===== src/rtl/core/sost_pkg.sv =====
package sost_pkg;

	// Item function codes.
	typedef enum logic [1:0] {
		FUNC_LOAD      = 2'd0,
		FUNC_PLAIN     = 2'd1,
		FUNC_TRANSPOSE = 2'd2,
		FUNC_TO_FRONT  = 2'd3
	} func_t;

	// Sequencer states.
	typedef enum logic [2:0] {
		ST_IDLE,
		ST_LOAD,
		ST_SCAN,
		ST_SWAP_A,
		ST_SWAP_B,
		ST_FIN
	} state_t;

	localparam int WordW = 32;
	localparam int IndexW = 4;
	localparam int CountW = 5;

	// Result handed from the sequencer to the output register.
	typedef struct packed {
		logic              found;
		logic [IndexW-1:0] position;
	} result_t;

endpackage


===== src/rtl/core/sost_ram.sv =====
module sost_ram #(
	parameter int WIDTH = 32,
	parameter int DEPTH = 16
) (
	input  logic                     clk,
	input  logic                     we,
	input  logic [$clog2(DEPTH)-1:0] waddr,
	input  logic [WIDTH-1:0]         wdata,
	input  logic [$clog2(DEPTH)-1:0] raddr,
	output logic [WIDTH-1:0]         rdata
);

	logic [WIDTH-1:0] mem [DEPTH];

	// One write port and one registered read port.
	always_ff @(posedge clk) begin
		if (we) begin
			mem[waddr] <= wdata;
		end
		rdata <= mem[raddr];
	end

endmodule


===== src/rtl/core/sost_ctrl.sv =====
module sost_ctrl #(
	parameter int DEPTH = 16,
	parameter int AW = $clog2(DEPTH),
	parameter int LW = (AW > 5) ? AW + 1 : 6
) (
	input  logic                        clk,
	input  logic                        arst_n,
	input  logic [LW-1:0]               limit,
	input  logic                        in_valid,
	output logic                        in_ready,
	input  logic [1:0]                  func,
	input  logic [sost_pkg::IndexW-1:0] index,
	input  logic [sost_pkg::WordW-1:0]  value,
	output logic                        res_valid,
	input  logic                        res_ready,
	output sost_pkg::result_t           res,
	output logic                        we,
	output logic [AW-1:0]               waddr,
	output logic [sost_pkg::WordW-1:0]  wdata,
	output logic [AW-1:0]               raddr,
	input  logic [sost_pkg::WordW-1:0]  rdata
);

	sost_pkg::state_t state_q, state_d;
	sost_pkg::func_t  func_q;
	logic [sost_pkg::WordW-1:0]  key_q;
	logic [sost_pkg::IndexW-1:0] idx_q;
	logic [sost_pkg::WordW-1:0]  prev_q;
	logic [sost_pkg::WordW-1:0]  front_q;
	logic [LW-1:0]               rd_q;
	logic [LW-1:0]               pos_s1;
	logic                        rvld_s1;
	logic [LW-1:0]               hit_pos_q;
	logic                        found_q;
	logic                        accept;
	logic                        issue;
	logic                        hit;
	logic                        last;
	logic [LW-1:0]               idx_ext;

	assign accept  = in_valid && in_ready;
	assign issue   = (state_q == sost_pkg::ST_SCAN) && (rd_q < limit);
	assign hit     = rvld_s1 && (rdata == key_q);
	assign last    = rvld_s1 && (pos_s1 == limit - LW'(1));
	assign idx_ext = {{(LW-sost_pkg::IndexW){1'b0}}, idx_q};

	// Next-state logic.
	always_comb begin
		state_d = state_q;
		unique case (state_q)
			sost_pkg::ST_IDLE: begin
				if (in_valid) begin
					if (sost_pkg::func_t'(func) == sost_pkg::FUNC_LOAD) begin
						state_d = sost_pkg::ST_LOAD;
					end else if (limit == '0) begin
						state_d = sost_pkg::ST_FIN;
					end else begin
						state_d = sost_pkg::ST_SCAN;
					end
				end
			end
			sost_pkg::ST_LOAD: begin
				state_d = sost_pkg::ST_FIN;
			end
			sost_pkg::ST_SCAN: begin
				if (hit) begin
					if (func_q != sost_pkg::FUNC_PLAIN && pos_s1 != '0) begin
						state_d = sost_pkg::ST_SWAP_A;
					end else begin
						state_d = sost_pkg::ST_FIN;
					end
				end else if (last) begin
					state_d = sost_pkg::ST_FIN;
				end
			end
			sost_pkg::ST_SWAP_A: begin
				state_d = sost_pkg::ST_SWAP_B;
			end
			sost_pkg::ST_SWAP_B: begin
				state_d = sost_pkg::ST_FIN;
			end
			sost_pkg::ST_FIN: begin
				if (res_ready) begin
					state_d = sost_pkg::ST_IDLE;
				end
			end
			default: begin
				state_d = sost_pkg::ST_IDLE;
			end
		endcase
	end

	// Output logic: memory port drive and handshakes.
	always_comb begin
		in_ready  = 1'b0;
		res_valid = 1'b0;
		we        = 1'b0;
		waddr     = idx_ext[AW-1:0];
		wdata     = key_q;
		raddr     = rd_q[AW-1:0];
		res.found    = (func_q == sost_pkg::FUNC_LOAD) ? 1'b1 : found_q;
		res.position = (func_q == sost_pkg::FUNC_LOAD) ? idx_q
			: hit_pos_q[sost_pkg::IndexW-1:0];
		unique case (state_q)
			sost_pkg::ST_IDLE: begin
				in_ready = 1'b1;
			end
			sost_pkg::ST_LOAD: begin
				we = (idx_ext < LW'(DEPTH));
			end
			sost_pkg::ST_SCAN: begin
				we = 1'b0;
			end
			sost_pkg::ST_SWAP_A: begin
				// The matching entry takes the word before it, or the front word.
				we    = 1'b1;
				waddr = hit_pos_q[AW-1:0];
				wdata = (func_q == sost_pkg::FUNC_TRANSPOSE) ? prev_q : front_q;
			end
			sost_pkg::ST_SWAP_B: begin
				// The key moves one place up, or to the front.
				we    = 1'b1;
				waddr = (func_q == sost_pkg::FUNC_TRANSPOSE)
					? hit_pos_q[AW-1:0] - AW'(1) : '0;
				wdata = key_q;
			end
			sost_pkg::ST_FIN: begin
				res_valid = 1'b1;
			end
			default: begin
				in_ready = 1'b0;
			end
		endcase
	end

	// Control registers.
	always_ff @(posedge clk or negedge arst_n) begin
		if (!arst_n) begin
			state_q   <= sost_pkg::ST_IDLE;
			rvld_s1   <= 1'b0;
			found_q   <= 1'b0;
			rd_q      <= '0;
			hit_pos_q <= '0;
		end else begin
			state_q <= state_d;
			rvld_s1 <= issue;
			if (accept) begin
				found_q   <= 1'b0;
				hit_pos_q <= '0;
				rd_q      <= '0;
			end else begin
				if (issue) begin
					rd_q <= rd_q + LW'(1);
				end
				if (state_q == sost_pkg::ST_SCAN && hit) begin
					found_q   <= 1'b1;
					hit_pos_q <= pos_s1;
				end
			end
		end
	end

	// Item payload and scan data registers. The word before the match is
	// kept, so the matching word itself must not overwrite it.
	always_ff @(posedge clk) begin
		if (accept) begin
			func_q <= sost_pkg::func_t'(func);
			key_q  <= value;
			idx_q  <= index;
		end
		pos_s1 <= rd_q;
		if (state_q == sost_pkg::ST_SCAN && rvld_s1) begin
			if (!hit) begin
				prev_q <= rdata;
			end
			if (pos_s1 == '0) begin
				front_q <= rdata;
			end
		end
	end

	// The table is never written while a scan reads it.
	a_no_write_in_scan: assert property (@(posedge clk) disable iff (!arst_n)
		(state_q == sost_pkg::ST_SCAN) |-> !we)
		else $error("table written during scan");

	// A reported search match lies inside the examined range.
	a_hit_in_range: assert property (@(posedge clk) disable iff (!arst_n)
		(res_valid && found_q && func_q != sost_pkg::FUNC_LOAD) |-> (hit_pos_q < limit))
		else $error("match position outside search range");

	// Only one item is in process: no input transfer right after another.
	a_one_in_flight: assert property (@(posedge clk) disable iff (!arst_n)
		accept |=> !in_ready)
		else $error("input accepted while an item is in process");

endmodule


===== src/rtl/core/self_organizing_search_table_top.sv =====
// Self-organizing search table: a table of DEPTH signed 32-bit words held in a
// single synchronous RAM. A load item writes one entry and returns found = 1
// with the index echoed; a search scans entries 0 up to min(entries_in_use,
// DEPTH) - 1, one RAM read per cycle, and reports the first match position or
// found = 0 with position 0. Transposition searches swap the match with the
// entry before it and move-to-front searches swap it with entry 0; a match at
// position 0 is never moved. A load writes its entry in the LOAD state; a
// search reads entries in the SCAN state until a match or the limit, and a
// swap writes back in the SWAP_A and SWAP_B states. The single RAM port pair
// sets this: the scan reads one entry per cycle and the swap writes its two
// entries one after the other. One item is processed at a time, but a finished
// result waits in an output register so the next item can be taken meanwhile.
// Entries must be loaded before a search reaches them. The user must write
// entries_in_use only while the block is idle; the block does not enforce it.
module self_organizing_search_table_top #(
	parameter int DEPTH = 16
) (
	input  logic                             clk,
	input  logic                             arst_n,
	input  logic                             cfg_we,
	input  logic [sost_pkg::CountW-1:0]      cfg_wdata,
	input  logic                             in_valid,
	output logic                             in_ready,
	input  logic [1:0]                       func,
	input  logic [sost_pkg::IndexW-1:0]      index,
	input  logic signed [sost_pkg::WordW-1:0] value,
	output logic                             out_valid,
	input  logic                             out_ready,
	output logic                             found,
	output logic [sost_pkg::IndexW-1:0]      position
);

	localparam int AW = $clog2(DEPTH);
	localparam int LW = (AW > 5) ? AW + 1 : 6;

	logic [sost_pkg::CountW-1:0] eiu_q;
	logic [LW-1:0]               eiu_ext;
	logic [LW-1:0]               limit;
	logic                        res_valid;
	logic                        res_ready;
	sost_pkg::result_t           res;
	sost_pkg::result_t           out_q;
	logic                        out_valid_q;
	logic                        we;
	logic [AW-1:0]               waddr;
	logic [sost_pkg::WordW-1:0]  wdata;
	logic [AW-1:0]               raddr;
	logic [sost_pkg::WordW-1:0]  rdata;

	// Configuration register.
	always_ff @(posedge clk or negedge arst_n) begin
		if (!arst_n) begin
			eiu_q <= '0;
		end else if (cfg_we) begin
			eiu_q <= cfg_wdata;
		end
	end

	// The search range is clamped to the table depth.
	assign eiu_ext = {{(LW-sost_pkg::CountW){1'b0}}, eiu_q};
	assign limit   = (eiu_ext > LW'(DEPTH)) ? LW'(DEPTH) : eiu_ext;

	// Output register: holds a result until its transfer.
	assign res_ready = !out_valid_q || out_ready;

	always_ff @(posedge clk or negedge arst_n) begin
		if (!arst_n) begin
			out_valid_q <= 1'b0;
		end else if (res_ready) begin
			out_valid_q <= res_valid;
		end
	end

	always_ff @(posedge clk) begin
		if (res_ready && res_valid) begin
			out_q <= res;
		end
	end

	assign out_valid = out_valid_q;
	assign found     = out_q.found;
	assign position  = out_q.position;

	sost_ctrl #(
		.DEPTH(DEPTH),
		.AW   (AW),
		.LW   (LW)
	) u_ctrl (
		.clk      (clk),
		.arst_n   (arst_n),
		.limit    (limit),
		.in_valid (in_valid),
		.in_ready (in_ready),
		.func     (func),
		.index    (index),
		.value    (value),
		.res_valid(res_valid),
		.res_ready(res_ready),
		.res      (res),
		.we       (we),
		.waddr    (waddr),
		.wdata    (wdata),
		.raddr    (raddr),
		.rdata    (rdata)
	);

	sost_ram #(
		.WIDTH(sost_pkg::WordW),
		.DEPTH(DEPTH)
	) u_ram (
		.clk  (clk),
		.we   (we),
		.waddr(waddr),
		.wdata(wdata),
		.raddr(raddr),
		.rdata(rdata)
	);

endmodule

===== config.mk =====
export PLATFORM = sky130hd
export DESIGN_NAME = self_organizing_search_table_top
export DESIGN_NICKNAME = d
export VERILOG_FILES = /design/src/rtl/core/sost_pkg.sv /design/src/rtl/core/sost_ram.sv /design/src/rtl/core/sost_ctrl.sv /design/src/rtl/core/self_organizing_search_table_top.sv
export SDC_FILE = /design/constraint.sdc
export NUM_CORES = 1
export LEC_CHECK = 0
export ABC_AREA = 1
export BUFFER_PORTS_ARGS = -buffer_cell sky130_fd_sc_hd__buf_4
export CORE_MARGIN = 2
export CORE_UTILIZATION = 33
export DETAILED_ROUTE_END_ITERATION = 8
export PLACE_DENSITY = 0.53
export SYNTH_ARGS = -nofsm -noshare
export SYNTH_HDL_FRONTEND = slang
export SYNTH_SLANG_ARGS = --single-unit

===== constraint.sdc =====
create_clock -name clk -period 6.2 [get_ports clk]
set_input_delay 0.62 -clock clk [delete_from_list [all_inputs] [get_ports clk]]
set_output_delay 0.62 -clock clk [all_outputs]
set_load 0.05 [all_outputs]

* After elaboration in Yosys (flattened, before gate mapping)
Memories as Yosys holds them, arrays and structs flattened. A register that Yosys moved wholly into a read port is not among the register bits.
Cells that the tools add are included.
** Storage, ports and cells
- Register bits after elaboration :: 134
- Latch bits :: 0
- RAM bits :: 512
- Bits in read-only memories :: 0
- Input bits :: 48
- Output and inout bits :: 7
- Logic and storage cells :: 83
- Memories :: 1
** Memory list
- u_ram.mem :: words 16, bits a word 32, read ports 1, clocked after memory_dff 1, wr ports 1, line sost_ram.sv:13 : logic [WIDTH-1:0] mem [DEPTH];
** Operators by class
- $add $sub $neg :: 3
- Multiply operators :: 0
- Div/mod/pow operators :: 0
- $lt $le $gt $ge :: 3
- Eq/ne operators :: 12
- Shift operators :: 0
- Muxes and demuxes :: 25
- Bitwise gates (word level) :: 1
- Reduce and logical (&&, ||, !) cells :: 23
** Operator list (count)
- 32-bit 2-to-1 mux :: 2
- 32-bit == test :: 1
- 3-bit 2-to-1 mux :: 7
- 4-bit 2-to-1 mux :: 4
- 3-bit case mux with 5 select lines :: 1
- 6-bit logical NOT :: 2
- 6-bit 2-to-1 mux :: 2
- 1-bit logical AND :: 8
- 4-bit case mux with 2 select lines :: 1
- 6-bit by 1-bit adder with 6-bit output (second input constant) :: 1
- 3-bit by 2-bit == test with 1-bit output (second input constant) :: 2
- 3-bit == test (second input constant) :: 2
- 6-bit == test :: 1
- 6-bit by 5-bit < comparator with 1-bit output :: 1
- 1-bit 2-to-1 mux :: 6
- 6-bit nonzero test :: 1
- 5-bit by 1-bit subtractor with 6-bit output (second input constant) :: 1
- 5-bit > comparator (second input constant) :: 1
- 4-bit by 5-bit < comparator with 1-bit output (second input constant) :: 1
- 5-bit 2-to-1 mux :: 1
- 2-bit logical NOT :: 2
- 2-bit inequality test (second input constant) :: 2
- 2-bit AND reduction :: 2
- 2-bit nonzero test :: 2
- other kinds (12) :: 13

* Depth between registers and ports, before layout
- Depth in word-level cells :: 8
- Gate-level depth with buffers :: 15
- Depth with buffers taken out :: 15

* Cells and area by module
From an unflattened synthesis, not the netlist that was laid out.
** Second synthesis, totals
- Cells, all modules :: 2809
- Area total of the unflattened synthesis :: 29193.0 um2
** Modules (own cells, without submodules)
- sost_ram :: instances 1, cells an instance 2120, area each 22730.6 um2, sequential area each 16015.4 um2
- sost_ctrl :: instances 1, cells an instance 648, area each 6035.8 um2, sequential area each 3558.4 um2
- self_organizing_search_table_top :: instances 1, cells an instance 41, area each 426.7 um2, sequential area each 300.3 um2

* Least setup slack after synthesis
No wires, ideal clock.
- Kind :: register -> register
- Start point :: reg u_ctrl.state_q[2]
- End point :: reg u_ctrl.front_q[0] in the netlist's numbering, enable pin
- Library setup time :: 0.502 ns
- Data arrival time :: 3.834 ns
- Setup slack :: 1.865 ns
- Cell stages (with the launch flop) :: 4
- Buffers on the path :: 0
- Cell sequence :: dfrtp_1 > nor2_1 > inv_1 > nor4_1
** Between the ends
- Word-level cells in the longest chain between the ends :: 3
** Ends and longest elaborated chain
- from (decl) :: line sost_ctrl.sv:24 : sost_pkg::state_t state_q, state_d;
- from (signal assigned) :: line sost_ctrl.sv:139 : state_q <= sost_pkg::ST_IDLE;
- from (signal assigned) :: line sost_ctrl.sv:145 : state_q <= state_d;
- 3-bit by 2-bit == test with 1-bit output :: line sost_ctrl.sv:172 : if (state_q == sost_pkg::ST_SCAN && rvld_s1) begin
- 1-bit logical AND :: line sost_ctrl.sv:172
- 2-bit AND reduction (no line)
- to (signal assigned) :: line sost_ctrl.sv:177 : front_q <= rdata;
- to (decl) :: line sost_ctrl.sv:29 : logic [sost_pkg::WordW-1:0] front_q;
Every way passes these cells.
A chain may end at the register's enable or synchronous reset.

* Final worst setup path
- Start point :: reg u_ctrl.func_q[0]
- End point :: mem u_ram.mem[5][16], enable pin
** Between the ends
- Word-level cells in the longest chain between the ends :: 3
** Ends and longest elaborated chain
- from (decl) :: line sost_ctrl.sv:25 : sost_pkg::func_t func_q;
- from (signal assigned) :: line sost_ctrl.sv:167 : func_q <= sost_pkg::func_t'(func);
- 2-bit == test :: line sost_ctrl.sv:123 : waddr = (func_q == sost_pkg::FUNC_TRANSPOSE)
- 4-bit 2-to-1 mux :: line sost_ctrl.sv:124 : ? hit_pos_q[AW-1:0] - AW'(1) : '0;
- 4-bit case mux with 2 select lines :: line sost_ctrl.sv:104 : unique case (state_q)
- to (decl) :: line sost_ram.sv:13
Every way passes these cells.

==> impl_metrics.py <==
metrics = {
    "drt": {
        "vias": 16500,
        "dr.pass1.iters": 6,
        "wl_met3_um": 4550,
        "drt-wirelength-per-cell_um": 21.9,
        "vias_per_cell": 5.17,
        "wl_met2_um": 32500,
        "initialDrtViolationCount": 1709,
        "highest_layer": "met4",
        "routed_wl_um": 70200,
        "remaining_drc_errors": 0,
        "wirelength_met1_um": 31400,
        "ant_nets": 0,
    },
    "clock_tree": {
        "cts_setup_buffers": 0,
        "cts.repair.resized": 0,
        "cts_hold_buffers": 1,
        "cts_sinks": 678,
        "path_clk_slew_ns": 0.06,
        "cts_buffers": 71,
        "cts_buffer_depth": 3,
        "htreeDepth": 3,
        "cts_root_buf": "clkbuf_16",
        "cts_tree": "done",
        "clk_latency_ns": 0.62,
    },
    "global_routing": {
        "grt_pass1_vias": 16400,
        "grt_pass1_wl_um": 104000,
        "track_usage_pct": 16.9,
        "antenna_found_initial": 6,
        "gr-total-overflow": 0,
        "grt_max_degree": 164,
    },
    "sta": {
        "setup_viol": 0,
        "worst_pin_slew_ns": 1.37,
        "fin_tns_setup_ns": 0,
        "final_max_slew_viol_count": 0,
        "min_period_over_period_pct": 64.9,
        "period_needed_ns": 4.02,
        "worst_slack_ns": 2.18,
        "fmax_mhz": 249,
        "relSlewSlack_pct": 8.20,
        "hold_viol": 0,
        "skew_ns": 0.0322,
        "rsz0062_at_grt": "false",
    },
    "logic_synthesis": {
        "synth_adder_area_share_pct": 0.328,
        "syn_area_mm2": 0.0267,
        "synth_top_family_by_area": "simple AND/OR/NAND/NOR gates",
        "synthArstFlopShare_pct": 3.10,
        "synth_compound_area_share_pct": 9.02,
        "yosysUniqueCellTypes": 42,
        "yosys_warnings": 0,
        "synth_cells": 2038,
        "synth_xor_area_share_pct": 0.295,
        "synthFlopType": "edfxtp_1",
        "synth_edf_count": 619,
        "avgSynthCellArea_um2": 13.1,
        "muxShareOfSynthArea_pct": 2.15,
        "ys_ff_latch": 678,
        "synth_simple_gate_area_share_pct": 10.7,
        "syn_nets": 2093,
        "seq_area_frac_synth_pct": 74.4,
    },
    "placed_design": {
        "place_ws_ns": 2.09,
        "gp_congestion": 0.859,
        "placed_cell_area_mm2": 0.0285,
        "dp.cells": 3071,
        "portBuffers": 54,
        "dp_hpwl_um": 42000,
    },
    "power_and_ir_drop": {
        "p_comb_share_pct": 24.1,
        "clockPowerShare_pct": 29.6,
        "swShare_pct": 33.1,
        "seqPwrFrac_pct": 46.3,
        "peakVddDrop_mv": 0.279,
        "power_density_mw_per_mm2": 456,
        "intPower_mw": 9.40,
        "leakage_nw": 10.3,
        "p_sw_mw": 4.66,
        "finalPower_mw": 14.1,
    },
    "layout": {
        "syn_to_final_growth_pct": 15.3,
        "fillers": 7468,
        "regArea_mm2": 0.0199,
        "multiInputGateArea_mm2": 0.00627,
        "finalNetCount": 2140,
        "drive_gt1_share_pct": 11.2,
        "fin_area_mm2": 0.0308,
        "instances_no_fill": 3200,
    },
    "hold_path": {
        "holdCritPathClass": "input port to register",
        "min_path_cells": 1,
    },
    "critical_path": {
        "required_ns": 6.41,
        "critPathSlowestCell": "nor2_4",
        "cp.depth": 10,
        "crit_type": "register to register",
        "worst-endpoint-arrival_ns": 4.23,
        "slowest_delay_ns": 1.10,
        "worstSetupEndpointType": "register",
        "path_delay_family": "simple AND/OR/NAND/NOR gates",
        "cp_num_buf_inv": 3,
        "crit_path_start_kind": "register",
        "worstPathCellList": "nor2_4 > inv_1 > buf_4 > nor2_1 > inv_1 > o21ai_1 > o21ai_2 > nor3_2 > nand2_1 > nor2_4",
        "cp_max_fo": 33,
        "r2r_cells": 10,
    },
    "floorplanning": {
        "die_w_um": 289,
        "die_h_um": 289,
        "rows": 104,
        "core_area_mm2": 0.0803,
        "dieArea_mm2": 0.0832,
        "io_pins": 55,
        "floorplan.initialDensity_pct": 33.3,
    },
    "outcome": {
        "status": "finished clean",
    },
    "run": {
        "max_cap_violations": 0,
    },
}
## worst register-to-register path, cell delays in order, from the launching register on
cell	delay [ns]
edfxtp_1	0.46
nor2_4	0.64
inv_1	0.09
buf_4	0.29
nor2_1	0.21
inv_1	0.10
o21ai_1	0.16
o21ai_2	0.12
nor3_2	0.17
nand2_1	0.27
nor2_4	1.10
## power by group through the flow
stage / Clock (mW) / Combinational, mW / Sequential (mW)
5_1_grt: 4.41 / 3.72 / 6.58
4_1_cts: 4.24 / 3.40 / 6.51
3_5_place_dp: 0 / 3.39 / 6.60
2_1_floorplan: 0 / 2.15 / 6.38
6_report: 4.16 / 3.38 / 6.51
3_3_place_gp: 0 / 3.34 / 6.59
## per-stage QoR
step	utilization, %	hold slack [ns]
2_1_floorplan	-	0.324
3_3_place_gp	35.5	0.400
3_5_place_dp	35.5	0.402
4_1_cts	38.3	0.154
5_1_grt	38.3	0.161
6_report	38.3	0.182
## Yosys cell counts (2+ instances only)
cell | instances | share of area (%)
buf_2 | 21 | 0.39
ha_1 | 7 | 0.33
nand4_1 | 14 | 0.33
o211ai_1 | 10 | 0.28
o221ai_1 | 54 | 1.8
or2_2 | 2 | 0.047
buf_4 | 4 | 0.11
buf_1 | 8 | 0.11
nand2_1 | 221 | 3.1
dfxtp_1 | 38 | 2.8
o21ai_1 | 2 | 0.037
nor2_1 | 382 | 5.4
mux2i_1 | 54 | 2.0
clkbuf_1 | 75 | 1.1
dfrtp_1 | 21 | 2.0
xnor2_1 | 7 | 0.23
mux2_2 | 3 | 0.13
a221oi_2 | 2 | 0.11
o21ai_0 | 184 | 3.4
nand3b_1 | 2 | 0.056
nand3_1 | 79 | 1.5
inv_2 | 2 | 0.028
inv_1 | 99 | 1.4
o32ai_1 | 74 | 2.4
o22ai_1 | 28 | 0.66
nand3_2 | 2 | 0.075
edfxtp_1 | 619 | 70
nor2_4 | 2 | 0.084
a21oi_1 | 8 | 0.15
xor2_1 | 2 | 0.066
## final timing paths
check | from | endpoint | slack, ns
max | u_ctrl.func_q[0]$_DFFE_PP_ | u_ram.mem[5][16]$_DFFE_PP_ | 2.18
min | value[0] | u_ctrl.key_q[0]$_DFFE_PP_ | 0.18
max reg2reg | u_ctrl.func_q[0]$_DFFE_PP_ | u_ram.mem[5][16]$_DFFE_PP_ | 2.18
min reg2reg | u_ctrl.rd_q[5]$_DFFE_PN0P_ | u_ctrl.pos_s1[5]$_DFF_P_ | 0.41
max in group asynchronous | arst_n | u_ctrl.rd_q[0]$_DFFE_PN0P_ | 5.50
min in group asynchronous | arst_n | eiu_q[4]$_DFFE_PN0P_ | 0.44
## kinds of logic (layout without fill, tap and decap cells)
logic type,after synthesis,after routing
AOI/OAI and AO/OA,367,367
xor gates and xnor gates,9,9
adders and majority gates,7,7
buffers and inverters,211,312
DFF,678,678
muxes,57,57
other,0,1
and+or+nand+nor,709,709
## sequential cells by signal (all words and copies together) (netlist names)
name,flops
u_ctrl.hit_pos_q,4
out_valid,1
position,4
u_ctrl.idx_q,4
u_ctrl.rd_q,6
u_ctrl.prev_q,32
u_ctrl.rvld_s1,1
u_ram.mem,512
u_ctrl.func_q,2
u_ctrl.pos_s1,6
u_ctrl.found_q,1
u_ctrl.key_q,32
found,1
eiu_q,5
u_ctrl.state_q,3
u_ctrl.front_q,32
u_ram.rdata,32
## final cells by class
cell class / count / area share (%)
Sequential cell: 678 / 64.6
Antenna cell: 1 / 0.00813
Inverter: 102 / 1.26
Timing Repair Buffer: 83 / 2.15
Clock inverter: 30 / 1.13
Clock buffer: 97 / 6.19
Multi-Input combinational cell: 1149 / 20.4
Tap cell: 1060 / 4.31
## routing by layer
| layer | vias up | track usage [%] |
|---|---|---|
| met5 | - | 0 |
| met4 | 0 | 5.54 |
| met3 | 94 | 2.78 |
| met2 | 545 | 26.8 |
| met1 | 8322 | 23.6 |
| li1 | 7576 | - |
## cell usage in the layout, fill, tap and decap left out, types with 14 or more instances in the layout
cell       instances
nand2_1          221
inv_1             97
edfxtp_1         619
dfrtp_1           18
o32ai_1           74
o221ai_1          54
o21ai_0          183
nand4_1           14
mux2i_1           54
buf_4             79
clkbuf_1          23
nand3_1           79
o22ai_2           20
clkbuf_16         71
nor2_4            20
dfxtp_1           38
nor2_1           364
Note: power is estimated with default switching activity, not from simulation.
